File: src/hall_edge_speed_estimator_assert.svh
// Assertion macros shared by the estimator modules.
// Each use needs clk and rst_n in scope.
`ifndef HALL_EDGE_SPEED_ESTIMATOR_ASSERT_SVH
`define HALL_EDGE_SPEED_ESTIMATOR_ASSERT_SVH

`ifndef SYNTHESIS
`define HESE_ASSERT(lbl, prop) \
  lbl: assert property (@(posedge clk) disable iff (!rst_n) prop) \
    else $error("hall_edge_speed_estimator: check failed");
`define HESE_NEVER(lbl, cond) `HESE_ASSERT(lbl, !(cond))
`else
`define HESE_ASSERT(lbl, prop)
`define HESE_NEVER(lbl, cond)
`endif

`endif

File: src/hesp_pkg.sv
package hesp_pkg;

  localparam int SPEED_W   = 26;
  localparam int GAIN_W    = 24;
  localparam int POS_W     = 48;
  localparam int HALL_W    = 3;
  localparam int TICK_W    = 16;
  localparam int REQ_W     = 3;
  localparam int CAPTURE_W = 16;
  localparam int PROD_W    = SPEED_W + GAIN_W;

  localparam int PERIOD_BITS_DEF = 16;
  localparam int QUEUE_DEPTH     = 4;

  localparam int OUT_DATA_W = ((SPEED_W + POS_W + HALL_W + TICK_W + 7) / 8) * 8;

  localparam int CFG_IDX_W  = 2;
  localparam int CFG_DATA_W = SPEED_W;
  localparam logic [CFG_IDX_W-1:0] CFG_SPEED_NUM = 2'd0;
  localparam logic [CFG_IDX_W-1:0] CFG_INT_GAIN  = 2'd1;

  localparam logic [SPEED_W-1:0] SPEED_NUM_RST = 26'd41888000;
  localparam logic [GAIN_W-1:0]  INT_GAIN_RST  = 24'd1678;
  localparam logic [SPEED_W-1:0] SPEED_MAX     = {SPEED_W{1'b1}};
  localparam logic [POS_W-1:0]   POS_MAX       = {POS_W{1'b1}};

  localparam logic [REQ_W-1:0] REQ_EDGE_A  = 3'd0;
  localparam logic [REQ_W-1:0] REQ_EDGE_B  = 3'd1;
  localparam logic [REQ_W-1:0] REQ_EDGE_C  = 3'd2;
  localparam logic [REQ_W-1:0] REQ_TIMEOUT = 3'd3;
  localparam logic [REQ_W-1:0] REQ_TICK    = 3'd4;

  typedef enum logic [1:0] {
    OP_HOLD,
    OP_SPEED,
    OP_CLEAR,
    OP_INTEG
  } op_t;

  typedef struct packed {
    op_t               op;
    logic [HALL_W-1:0] hall;
  } cmd_t;

  typedef enum logic [2:0] {
    B_IDLE,
    B_DIV,
    B_MUL,
    B_ADD,
    B_EMIT
  } back_state_t;

endpackage

File: src/hall_edge_speed_estimator.sv
// Hall-edge speed and position estimator.
// Input channel in_*: one request per transfer. in_tuser carries the request
// kind (edge A, edge B, edge C, stall timeout, integration tick), in_tdata the
// captured timer period, which only edges use. Every request gives exactly one
// result on out_*: speed, position, kept hall flags and tick count in
// out_tdata, and out_tuser set when an edge recomputed speed.
// cfg_we/cfg_index/cfg_data write the speed numerator (index 0) and the
// integration gain (index 1); write them only while no request is in flight.
// A front stage classifies each request and toggles the hall flags; a
// four-entry queue feeds the back stage that does the arithmetic.
// From accept to result: a timeout, a zero period or a non-forward edge go
// straight to the result; an integration tick takes a multiply, then a
// saturating add; a forward edge with nonzero period runs the radix-2
// divider that makes one quotient bit per cycle over 26 bits. The back stage
// takes one request at a time and pops the next once the result is loaded.
// Reset clears flags, speed, position, tick count and restores both registers.
// When out_tready is low the result is held; the queue keeps taking requests
// until it fills, then in_tready drops.
module hall_edge_speed_estimator import hesp_pkg::*; #(
  parameter int PERIOD_BITS = PERIOD_BITS_DEF
) (
  input  logic                  clk,
  input  logic                  rst_n,
  input  logic                  in_tvalid,
  output logic                  in_tready,
  input  logic [CAPTURE_W-1:0]  in_tdata,   // capture_period
  input  logic [REQ_W-1:0]      in_tuser,   // req_type
  output logic                  out_tvalid,
  input  logic                  out_tready,
  // speed_q8, position_q32, hall_state, tick_count, zero pad
  output logic [OUT_DATA_W-1:0] out_tdata,
  output logic                  out_tuser,  // speed_updated
  input  logic                  cfg_we,
  input  logic [CFG_IDX_W-1:0]  cfg_index,
  input  logic [CFG_DATA_W-1:0] cfg_data
);

  localparam int PW = (PERIOD_BITS < CAPTURE_W) ? PERIOD_BITS : CAPTURE_W;
  localparam int QW = $bits(cmd_t) + PW;

  logic [SPEED_W-1:0] speed_num_r;
  logic [GAIN_W-1:0]  int_gain_r;

  logic          q_full;
  logic          q_empty;
  logic          q_push;
  logic          q_pop;
  cmd_t          push_cmd;
  logic [PW-1:0] push_period;
  cmd_t          pop_cmd;
  logic [PW-1:0] pop_period;
  logic [QW-1:0] q_rdata;

  always_ff @(posedge clk) begin
    if (!rst_n) begin
      speed_num_r <= SPEED_NUM_RST;
      int_gain_r  <= INT_GAIN_RST;
    end else if (cfg_we) begin
      if (cfg_index == CFG_SPEED_NUM) begin
        speed_num_r <= cfg_data[SPEED_W-1:0];
      end else if (cfg_index == CFG_INT_GAIN) begin
        int_gain_r <= cfg_data[GAIN_W-1:0];
      end
    end
  end

  hesp_front #(.PW(PW)) u_front (
    .clk       (clk),
    .rst_n     (rst_n),
    .in_tvalid (in_tvalid),
    .in_tready (in_tready),
    .in_tdata  (in_tdata),
    .in_tuser  (in_tuser),
    .q_full    (q_full),
    .q_push    (q_push),
    .q_cmd     (push_cmd),
    .q_period  (push_period)
  );

  hesp_queue #(.DEPTH(QUEUE_DEPTH), .W(QW)) u_queue (
    .clk   (clk),
    .rst_n (rst_n),
    .push  (q_push),
    .wdata ({push_cmd, push_period}),
    .pop   (q_pop),
    .rdata (q_rdata),
    .full  (q_full),
    .empty (q_empty)
  );

  assign pop_cmd    = q_rdata[QW-1:PW];
  assign pop_period = q_rdata[PW-1:0];

  hesp_back #(.PW(PW)) u_back (
    .clk        (clk),
    .rst_n      (rst_n),
    .q_valid    (!q_empty),
    .q_cmd      (pop_cmd),
    .q_period   (pop_period),
    .q_pop      (q_pop),
    .speed_num  (speed_num_r),
    .int_gain   (int_gain_r),
    .out_tvalid (out_tvalid),
    .out_tready (out_tready),
    .out_tdata  (out_tdata),
    .out_tuser  (out_tuser)
  );

endmodule

File: src/hesp_front.sv
module hesp_front import hesp_pkg::*; #(
  parameter int PW = PERIOD_BITS_DEF
) (
  input  logic                 clk,
  input  logic                 rst_n,
  input  logic                 in_tvalid,
  output logic                 in_tready,
  input  logic [CAPTURE_W-1:0] in_tdata,   // capture_period
  input  logic [REQ_W-1:0]     in_tuser,   // req_type
  input  logic                 q_full,
  output logic                 q_push,
  output cmd_t                 q_cmd,
  output logic [PW-1:0]        q_period
);

  logic [HALL_W-1:0] flags_r;
  logic [HALL_W-1:0] flags_nxt;
  logic              fwd;

  assign in_tready = !q_full;
  assign q_push    = in_tvalid && in_tready;
  assign q_period  = in_tdata[PW-1:0];

  // toggle the channel's flag, then check for a forward step
  always_comb begin
    flags_nxt = flags_r;
    fwd       = 1'b0;
    unique case (in_tuser)
      REQ_EDGE_A: begin
        flags_nxt = flags_r ^ 3'b100;
        fwd       = (flags_nxt == 3'b110) || (flags_nxt == 3'b001);
      end
      REQ_EDGE_B: begin
        flags_nxt = flags_r ^ 3'b010;
        fwd       = (flags_nxt == 3'b100) || (flags_nxt == 3'b011);
      end
      REQ_EDGE_C: begin
        flags_nxt = flags_r ^ 3'b001;
        fwd       = (flags_nxt == 3'b101) || (flags_nxt == 3'b010);
      end
      default: begin
        flags_nxt = flags_r;
        fwd       = 1'b0;
      end
    endcase
  end

  always_comb begin
    q_cmd.hall = flags_nxt;
    unique case (in_tuser)
      REQ_EDGE_A, REQ_EDGE_B, REQ_EDGE_C: q_cmd.op = fwd ? OP_SPEED : OP_HOLD;
      REQ_TIMEOUT:                        q_cmd.op = OP_CLEAR;
      REQ_TICK:                           q_cmd.op = OP_INTEG;
      default:                            q_cmd.op = OP_HOLD;
    endcase
  end

  always_ff @(posedge clk) begin
    if (!rst_n) begin
      flags_r <= '0;
    end else if (q_push) begin
      flags_r <= flags_nxt;
    end
  end

endmodule

File: src/hesp_queue.sv
`include "hall_edge_speed_estimator_assert.svh"

module hesp_queue import hesp_pkg::*; #(
  parameter int DEPTH = QUEUE_DEPTH,
  parameter int W     = 8
) (
  input  logic         clk,
  input  logic         rst_n,
  input  logic         push,
  input  logic [W-1:0] wdata,
  input  logic         pop,
  output logic [W-1:0] rdata,
  output logic         full,
  output logic         empty
);

  localparam int PTR_W = (DEPTH > 1) ? $clog2(DEPTH) : 1;
  localparam int CNT_W = $clog2(DEPTH + 1);

  logic [W-1:0]     mem_r [DEPTH];
  logic [PTR_W-1:0] wr_ptr_r;
  logic [PTR_W-1:0] rd_ptr_r;
  logic [CNT_W-1:0] count_r;

  assign full  = (count_r == CNT_W'(DEPTH));
  assign empty = (count_r == '0);
  assign rdata = mem_r[rd_ptr_r];

  always_ff @(posedge clk) begin
    if (push) begin
      mem_r[wr_ptr_r] <= wdata;
    end
  end

  always_ff @(posedge clk) begin
    if (!rst_n) begin
      wr_ptr_r <= '0;
      rd_ptr_r <= '0;
      count_r  <= '0;
    end else begin
      if (push) begin
        wr_ptr_r <= (wr_ptr_r == PTR_W'(DEPTH - 1)) ? '0 : wr_ptr_r + 1'b1;
      end
      if (pop) begin
        rd_ptr_r <= (rd_ptr_r == PTR_W'(DEPTH - 1)) ? '0 : rd_ptr_r + 1'b1;
      end
      if (push && !pop) begin
        count_r <= count_r + 1'b1;
      end else if (pop && !push) begin
        count_r <= count_r - 1'b1;
      end
    end
  end

  `HESE_NEVER(a_q_no_overflow, push && full && !pop)
  `HESE_NEVER(a_q_no_underflow, pop && empty)
  `HESE_ASSERT(a_q_count_range, count_r <= CNT_W'(DEPTH))

endmodule

File: src/hesp_back.sv
`include "hall_edge_speed_estimator_assert.svh"

module hesp_back import hesp_pkg::*; #(
  parameter int PW = PERIOD_BITS_DEF
) (
  input  logic                  clk,
  input  logic                  rst_n,
  input  logic                  q_valid,
  input  cmd_t                  q_cmd,
  input  logic [PW-1:0]         q_period,
  output logic                  q_pop,
  input  logic [SPEED_W-1:0]    speed_num,
  input  logic [GAIN_W-1:0]     int_gain,
  output logic                  out_tvalid,
  input  logic                  out_tready,
  // speed_q8, position_q32, hall_state, tick_count, zero pad
  output logic [OUT_DATA_W-1:0] out_tdata,
  output logic                  out_tuser  // speed_updated
);

  localparam int CNT_W = $clog2(SPEED_W);
  localparam int PAD_W = OUT_DATA_W - (SPEED_W + POS_W + HALL_W + TICK_W);

  back_state_t state_r;
  back_state_t state_nxt;

  logic [SPEED_W-1:0] speed_r;
  logic [POS_W-1:0]   pos_r;
  logic [TICK_W-1:0]  tick_r;
  logic               out_valid_r;

  logic [HALL_W-1:0]  hall_r;
  logic               upd_r;
  logic [PW-1:0]      div_r;
  logic [PW-1:0]      rem_r;
  logic [SPEED_W-1:0] quo_r;
  logic [CNT_W-1:0]   cnt_r;
  logic [PROD_W-1:0]  prod_r;
  logic [OUT_DATA_W-1:0] out_data_r;
  logic                  out_user_r;

  logic            out_load;
  logic            div_last;
  logic [PW:0]     shifted;
  logic [PW:0]     diff;
  logic            ge;
  logic [PW-1:0]   rem_nxt;
  logic [POS_W+2:0] pos_sum;

  // one restoring quotient bit per cycle; the borrow bit tells whether to subtract
  assign shifted  = {rem_r, quo_r[SPEED_W-1]};
  assign diff     = shifted - {1'b0, div_r};
  assign ge       = !diff[PW];
  assign rem_nxt  = ge ? diff[PW-1:0] : shifted[PW-1:0];
  assign div_last = (cnt_r == CNT_W'(SPEED_W - 1));
  assign pos_sum  = {3'b000, pos_r} + {1'b0, prod_r};

  always_comb begin
    state_nxt = state_r;
    unique case (state_r)
      B_IDLE: begin
        if (q_valid) begin
          unique case (q_cmd.op)
            OP_SPEED: state_nxt = (q_period == '0) ? B_EMIT : B_DIV;
            OP_INTEG: state_nxt = B_MUL;
            default:  state_nxt = B_EMIT;
          endcase
        end
      end
      B_DIV:   state_nxt = div_last ? B_EMIT : B_DIV;
      B_MUL:   state_nxt = B_ADD;
      B_ADD:   state_nxt = B_EMIT;
      B_EMIT:  state_nxt = (!out_valid_r || out_tready) ? B_IDLE : B_EMIT;
      default: state_nxt = B_IDLE;
    endcase
  end

  always_comb begin
    q_pop    = (state_r == B_IDLE) && q_valid;
    out_load = (state_r == B_EMIT) && (!out_valid_r || out_tready);
  end

  always_ff @(posedge clk) begin
    if (!rst_n) begin
      state_r     <= B_IDLE;
      out_valid_r <= 1'b0;
      speed_r     <= '0;
      pos_r       <= '0;
      tick_r      <= '0;
    end else begin
      state_r <= state_nxt;
      if (out_load) begin
        out_valid_r <= 1'b1;
      end else if (out_tready) begin
        out_valid_r <= 1'b0;
      end
      if (q_pop) begin
        if (q_cmd.op == OP_SPEED && q_period == '0) begin
          speed_r <= SPEED_MAX;
        end else if (q_cmd.op == OP_CLEAR) begin
          speed_r <= '0;
        end
      end
      if (state_r == B_DIV && div_last) begin
        speed_r <= {quo_r[SPEED_W-2:0], ge};
      end
      if (state_r == B_ADD) begin
        pos_r  <= (pos_sum[POS_W+2:POS_W] != 3'b000) ? POS_MAX : pos_sum[POS_W-1:0];
        tick_r <= tick_r + 1'b1;
      end
    end
  end

  always_ff @(posedge clk) begin
    if (q_pop) begin
      hall_r <= q_cmd.hall;
      upd_r  <= (q_cmd.op == OP_SPEED);
      div_r  <= q_period;
      rem_r  <= '0;
      quo_r  <= speed_num;
      cnt_r  <= '0;
    end else if (state_r == B_DIV) begin
      rem_r <= rem_nxt;
      quo_r <= {quo_r[SPEED_W-2:0], ge};
      cnt_r <= cnt_r + 1'b1;
    end
    if (state_r == B_MUL) begin
      prod_r <= speed_r * int_gain;
    end
    if (out_load) begin
      out_data_r <= {{PAD_W{1'b0}}, tick_r, hall_r, pos_r, speed_r};
      out_user_r <= upd_r;
    end
  end

  assign out_tvalid = out_valid_r;
  assign out_tdata  = out_data_r;
  assign out_tuser  = out_user_r;

  `HESE_NEVER(a_div_nonzero, (state_r == B_DIV) && (div_r == '0))
  `HESE_ASSERT(a_mul_then_add, (state_r == B_MUL) |=> (state_r == B_ADD))
  `HESE_NEVER(a_pop_only_idle, q_pop && (state_r != B_IDLE))

endmodule
File: config.mk
export PLATFORM = sky130hd
export DESIGN_NAME = hall_edge_speed_estimator
export DESIGN_NICKNAME = d
export VERILOG_FILES = /design/src/hesp_pkg.sv /design/src/hall_edge_speed_estimator.sv /design/src/hesp_front.sv /design/src/hesp_queue.sv /design/src/hesp_back.sv
export VERILOG_INCLUDE_DIRS = /design/src /design/src/src
export SDC_FILE = /design/constraint.sdc
export NUM_CORES = 2
export LEC_CHECK = 0
export ABC_CLOCK_PERIOD_IN_PS = 10050
export BUFFER_PORTS_ARGS = -buffer_cell sky130_fd_sc_hd__buf_2
export CAP_MARGIN = 10
export CORE_ASPECT_RATIO = 0.5
export CORE_MARGIN = 5
export CORE_UTILIZATION = 64
export DETAILED_ROUTE_END_ITERATION = 16
export PLACE_DENSITY = 0.82
export SYNTH_ARGS = -nofsm -noshare
export SYNTH_HDL_FRONTEND = slang
export SYNTH_SLANG_ARGS = --single-unit
File: constraint.sdc
create_clock -name clk -period 10.05 [get_ports clk]
set_input_delay 0 -clock clk [delete_from_list [all_inputs] [get_ports clk]]
set_output_delay 0 -clock clk [all_outputs]
set_load 0.005 [all_outputs]
Yosys cells after proc, flatten, opt, wreduce, memory -nomap -nowiden --
Memory sizes are Yosys's and may differ from the RTL's. A register that Yosys moved wholly into a read port is not among the register bits. Cells that the tools add are included.
Storage, ports and cells: input port bits 52, RAM bits 84, output and inout bits 99, flip-flop bits (word level) 365, logic and storage cells 117, memories 1
Operators by class: add/subtract/negate cells 8, $mul 1, equality and inequality tests 23, reductions and logical operators 32, bitwise gates (word level) 4, muxes and demuxes 28
Memories:
- u_queue.mem_r | depth 4, width 21, read ports 1, clocked after Yosys merged registers in 1, write ports 1, line hesp_queue.sv:20 | logic [W-1:0] mem_r [DEPTH];
Operators with widths (number):
- two-way mux 26 bit | 6
- adder 48 x 50 -> 51 bit | 1
- multiplier 26 x 24 -> 50 bit | 1
- two-way mux 48 bit | 1
- == test 3 x 2 -> 1 bit (second input constant) | 6
- == test 3 bit (second input constant) | 6
- two-way mux 3 bit | 6
- subtractor 17 x 16 -> 17 bit | 1
- adder 16 x 1 -> 16 bit (second input constant) | 1
- zero test 16 bit | 1
- two-way mux 16 bit | 1
- one-hot mux 3 bit (5 select lines) | 1
- == test 3 x 1 -> 1 bit (second input constant) | 3
- zero test 3 bit | 3
- one-hot mux 3 bit (3 select lines) | 1
- == test 2 bit (second input constant) | 4
- two-way mux 2 bit | 4
- nonzero test 2 bit | 4
- logical AND 1 bit | 7
- zero test 1 bit | 6
- one-hot mux 2 bit (3 select lines) | 1
- one-hot mux 3 bit (2 select lines) | 1
- nonzero test 3 bit | 2
- adder 5 x 1 -> 5 bit (second input constant) | 1
- other kinds (14) | 27

Logic depth before layout (Yosys ltp) --
depth after elaboration 7, depth in mapped cells 28, depth with buffers taken out 26

Cells and area by module --
From an unflattened synthesis, not the netlist that was laid out.
Second synthesis, totals: cells, all modules 4063, area total of the unflattened synthesis 40661.5 um2
By module, submodules not included:
- hesp_back | cells an instance 3635, instances 1, area an instance 34583.2 um2, sequential area each 8007.7 um2
- hesp_queue | cells an instance 153, instances 1, area an instance 3489.6 um2, sequential area each 2702.6 um2
- hall_edge_speed_estimator | cells an instance 216, instances 1, area an instance 2147.1 um2, sequential area each 1001.0 um2
- hesp_front | cells an instance 59, instances 1, area an instance 441.7 um2, sequential area each 60.1 um2

Worst setup path before layout --
Ideal clock, no wire load.
path type register to register, from register int_gain_r[3], to register u_back.prod_r[48] (data pin), required time 9.874 ns, path slack 2.961 ns, arrival time 6.913 ns, stages on the path, launching flop included 27, setup time 0.176 ns, clock period less this slack 7.089 ns, path buffers 2, path through dfxtp_1 -> clkbuf_1 -> clkbuf_1 -> nand2_1 -> fa_1 -> inv_1 -> fa_1 -> inv_1 -> fa_1 -> inv_1 -> fa_1 -> fa_1 -> fa_1 -> inv_1 -> fa_1 -> inv_1 -> ha_1 -> and3_1 -> and2_0 -> a221o_1 -> a32oi_2 -> a21oi_2 -> o31ai_4 -> o211ai_2 -> and3_4 -> or2_4 -> o311ai_2
Between the ends: cells in the longest elaborated chain, start to end 1
Ends and longest elaborated chain:
- start, declared | line hall_edge_speed_estimator.sv:42 | logic [GAIN_W-1:0] int_gain_r;
- start signal, assigned | line hall_edge_speed_estimator.sv:62 | int_gain_r <= cfg_data[GAIN_W-1:0];
- multiplier 26 x 24 -> 50 bit | line hesp_back.sv:128 | prod_r <= speed_r * int_gain;
- end signal, assigned | line hesp_back.sv:128
- end, declared | line hesp_back.sv:38 | logic [PROD_W-1:0] prod_r;
No other way between the ends. A chain may end at the register's enable or synchronous reset.

Worst setup path in the final report --
from register int_gain_r[4], to register u_back.prod_r[48] (data pin)
The elaborated chain is that of the path after synthesis.

==> summary.txt <==
Timing
  • RSZ-0062 raised after global routing: false
  • Slew Limit Fails: 0
  • PnR worst setup slack: 2110 ps
  • Slew margin rel.: 0.131
  • Fin Setup TNS: 0 ps
  • Fin crit share: 0.790
  • Least-Margin Pin Slew: 1300 ps
  • Final min period: 7940 ps
  • Final Hold Fails: 0
  • FMAX: 126 MHz
  • Clk_skew: 40.0 ps
  • Endpoints failing setup: 0

Floorplanning
  • Die width: 363 um
  • Ports: 151
  • Initial Util: 0.649
  • Chip Height: 186 um
  • Die area: 67600 um2
  • Core area: 61300 um2
  • Row Count: 64

Synth
  • Top-area cell type share of the netlist area: 0.266
  • Cell Area, Synth: 39800 um2
  • Mapped Cells: 3922
  • Netlist cell types: 86
  • Async SR Flop Fraction: 0
  • EDFF count, synth: 274
  • Register area share after synthesis: 0.296
  • Largest area contributor in the netlist: fa_1
  • Total number of yosys warnings: 0
  • Main flop type after synthesis: edfxtp_1
  • Syn_area_per_cell: 10.2 um2
  • FF+latch count, synth: 451
  • Top post-synthesis cells by area: fa_1, edfxtp_1, dfxtp_1

CTS
  • Post-CTS Setup Inserts: 0
  • Max clock buf depth: 3
  • H-tree depth: 2
  • CTS Sinks: 451
  • Clock transition at the registers of the reported paths: 70 ps
  • Clock latency on the worst-skew pair: 600 ps
  • Total CTS buffers: 41
  • CTS tree: yes
  • CTS Root Cell: clkbuf_16

Cells and area
  • Layout Nets: 4856
  • Layout fillers: 4414
  • Area Overhead vs Synth: 8.55%
  • Fin util: 0.705
  • Share of cells above drive strength 1: 0.0892

Setup path
  • FF-to-FF setup slack: 2110 ps
  • CP Class: reg -> reg
  • CP arrival: 8320 ps
  • Critical path launch point: int_gain_r[4]$_SDFFE_PN0P_
  • Crit path to: u_back.prod_r[48]$_DFFE_PP_
  • Worst Reg-to-Reg Cells: 24
  • RR Endpoint: u_back.prod_r[48]$_DFFE_PP_
  • Worst-path maximum fanout: 27
  • Critical R2R Launch: int_gain_r[4]$_SDFFE_PN0P_
  • CP endpoint kind: flip-flop
  • Critical Path RT: 10440 ps
  • Crit path launch type: flip-flop

Routing
  • Final ANT Viol Nets: 0
  • Initial drt markers: 2368
  • DRC Markers: 0
  • DRT Pass-1 Iters: 6
  • DR vias/cell: 5.88
  • Final wirelength: 100000 um
  • Wire per inst: 20.5 um
  • Vias: 28700

Worst hold path
  • Hold WC Path Type: in -> reg

Power
  • Power density over cell area: 128 nW/um2
  • Max rail drop VDD: 0.171 mV
  • Power Total: 0.00555 W
  • Leakage: 19.6 nW

Global routing
  • Largest net degree at the start of global routing: 79
  • GR Util All Layers: 0.300
  • Vias in the first global route: 30100
  • First-pass GRT wire length: 162000 um
  • Global route overflow: 0
  • Initial antenna violation count: 6

Place
  • Place WS: 2200 ps
  • PortBufs: 147
  • DP HPWL: 71900 um
  • Placer congestion estimate: 0.945

Outcome
  • Status: finished, final reports clean

Job
  • Max-cap violations: 0
## critical path, cell delays in order (launching register included)
cell and delay (ps):
dfxtp_1 1080, nand2_1 210, fa_1 570, inv_1 50
fa_1 470, inv_1 50, fa_1 540, inv_1 60
fa_1 490, fa_1 510, fa_1 490, inv_1 50
fa_1 490, inv_1 40, ha_1 340, and3_1 220
and2_0 150, a221o_1 350, a32oi_2 270, a21oi_2 130
o31ai_4 340, o211ai_2 140, and3_4 190, or2_4 250
o311ai_2 250
## stage by stage
step,instance area [um2],hold slack [ps],instances
after floorplan,39800,98.9,3924
after global routing,43200,70.7,4885
after CTS,43200,24.6,4884
final,43200,69.6,4885
after global placement,41200,212,4752
after detailed placement,41200,216,4752
## Yosys cell counts, types with 19 or more instances
| cell type | count |
|---|---|
| inv_1 | 638 |
| nand2_1 | 577 |
| fa_1 | 529 |
| and2_1 | 354 |
| edfxtp_1 | 274 |
| ha_1 | 249 |
| clkbuf_1 | 177 |
| dfxtp_1 | 177 |
| a21oi_1 | 119 |
| xnor2_1 | 87 |
| o21ai_0 | 78 |
| nor2_1 | 72 |
| a21o_1 | 50 |
| nand3_1 | 50 |
| nor2b_1 | 48 |
| o221a_2 | 43 |
| xor2_1 | 40 |
| a21boi_0 | 38 |
| a221oi_1 | 28 |
| mux2i_1 | 21 |
| mux4_2 | 21 |
| nor3_1 | 20 |
| and3_1 | 19 |
## power breakdown
| group | total, W | internal [W] | switching, W |
|---|---|---|---|
| clock network | 0.00170 | 0.000967 | 0.000732 |
| registers | 0.00255 | 0.00239 | 0.000151 |
| logic | 0.00131 | 0.000435 | 0.000873 |
| total | 0.00555 | 0.00380 | 0.00176 |
## metal layers
layer  routed length (um)  track usage
met1                40400        0.412
met2                44700        0.460
met5                   47            0
met4                 2620       0.0770
met3                12500        0.106
## cells by family after synthesis
| logic type | after synthesis | share of synthesized area |
|---|---|---|
| simple gates | 1212 | 0.149 |
| buf+inv | 834 | 0.0801 |
| fa+ha+maj | 778 | 0.344 |
| compound gates | 475 | 0.0856 |
| flops | 451 | 0.296 |
| xor+xnor | 128 | 0.0283 |
| mux | 43 | 0.0174 |
| other cells | 1 | 0.0000942 |
## flip-flops by register name, indices dropped and copies added (netlist names), named ones only
register and flops:
u_back.state_r 3, speed_num_r 26, u_queue.mem_r 84, u_back.cnt_r 5
u_back.out_tvalid 1, u_back.pos_r 48, u_back.prod_r 50, int_gain_r 24
u_back.speed_r 26, u_back.upd_r 1, u_queue.count_r 3, u_back.div_r 16
u_front.flags_r 3, u_queue.wr_ptr_r 2, u_back.hall_r 3, u_back.tick_r 16
u_back.out_tuser 1, u_queue.rd_ptr_r 2, u_back.quo_r 26, u_back.out_tdata 93
u_back.rem_r 16
## timing repair
action / 4_1_cts / 5_1_grt
gates resized for setup: 0 / 0
hold buffers: 56 / 0
hold endpoints to repair: 140 / 0
## layout make-up
cell class | instances | area (um2) | share of cell area
Multi-Input combinational cell | 2639 | 24900 | 0.576
Clock inverter | 24 | 322 | 0.00744
Inverter | 639 | 2400 | 0.0555
Sequential cell | 451 | 11800 | 0.272
Antenna cell | 1 | 2.50 | 0.0000579
Timing Repair Buffer | 254 | 1680 | 0.0389
Tap cell | 825 | 1030 | 0.0239
Clock buffer | 52 | 1130 | 0.0261
## layout by cell type, fill, tap and decap left out, types with 48 or more instances in the layout
cell type,count
a21o_1,50
a21oi_1,118
and2_1,353
buf_2,146
buf_4,52
dfxtp_1,177
dlygate4sd3_1,56
edfxtp_1,274
fa_1,529
ha_1,249
inv_1,638
nand2_1,577
nand3_1,50
nor2_1,71
nor2b_1,48
o21ai_0,78
xnor2_1,87
## how the worst min path moves through the flow
stage	start	to	slack [ps]	cells after the start
global placement	in_tdata[11]	u_queue.mem_r[1][11]$_DFFE_PP_	210	1
global route	cfg_index[0]	speed_num_r[7]$_SDFFE_PN0P_	70	5
detailed placement	in_tdata[2]	u_queue.mem_r[0][2]$_DFFE_PP_	220	1
finish	cfg_index[0]	speed_num_r[2]$_SDFFE_PN0P_	70	5
floorplan	in_tdata[0]	u_queue.mem_r[0][0]$_DFFE_PP_	100	0
CTS	cfg_index[1]	speed_num_r[7]$_SDFFE_PN0P_	20	5
No activity file was read; power rests on OpenSTA's default activity.
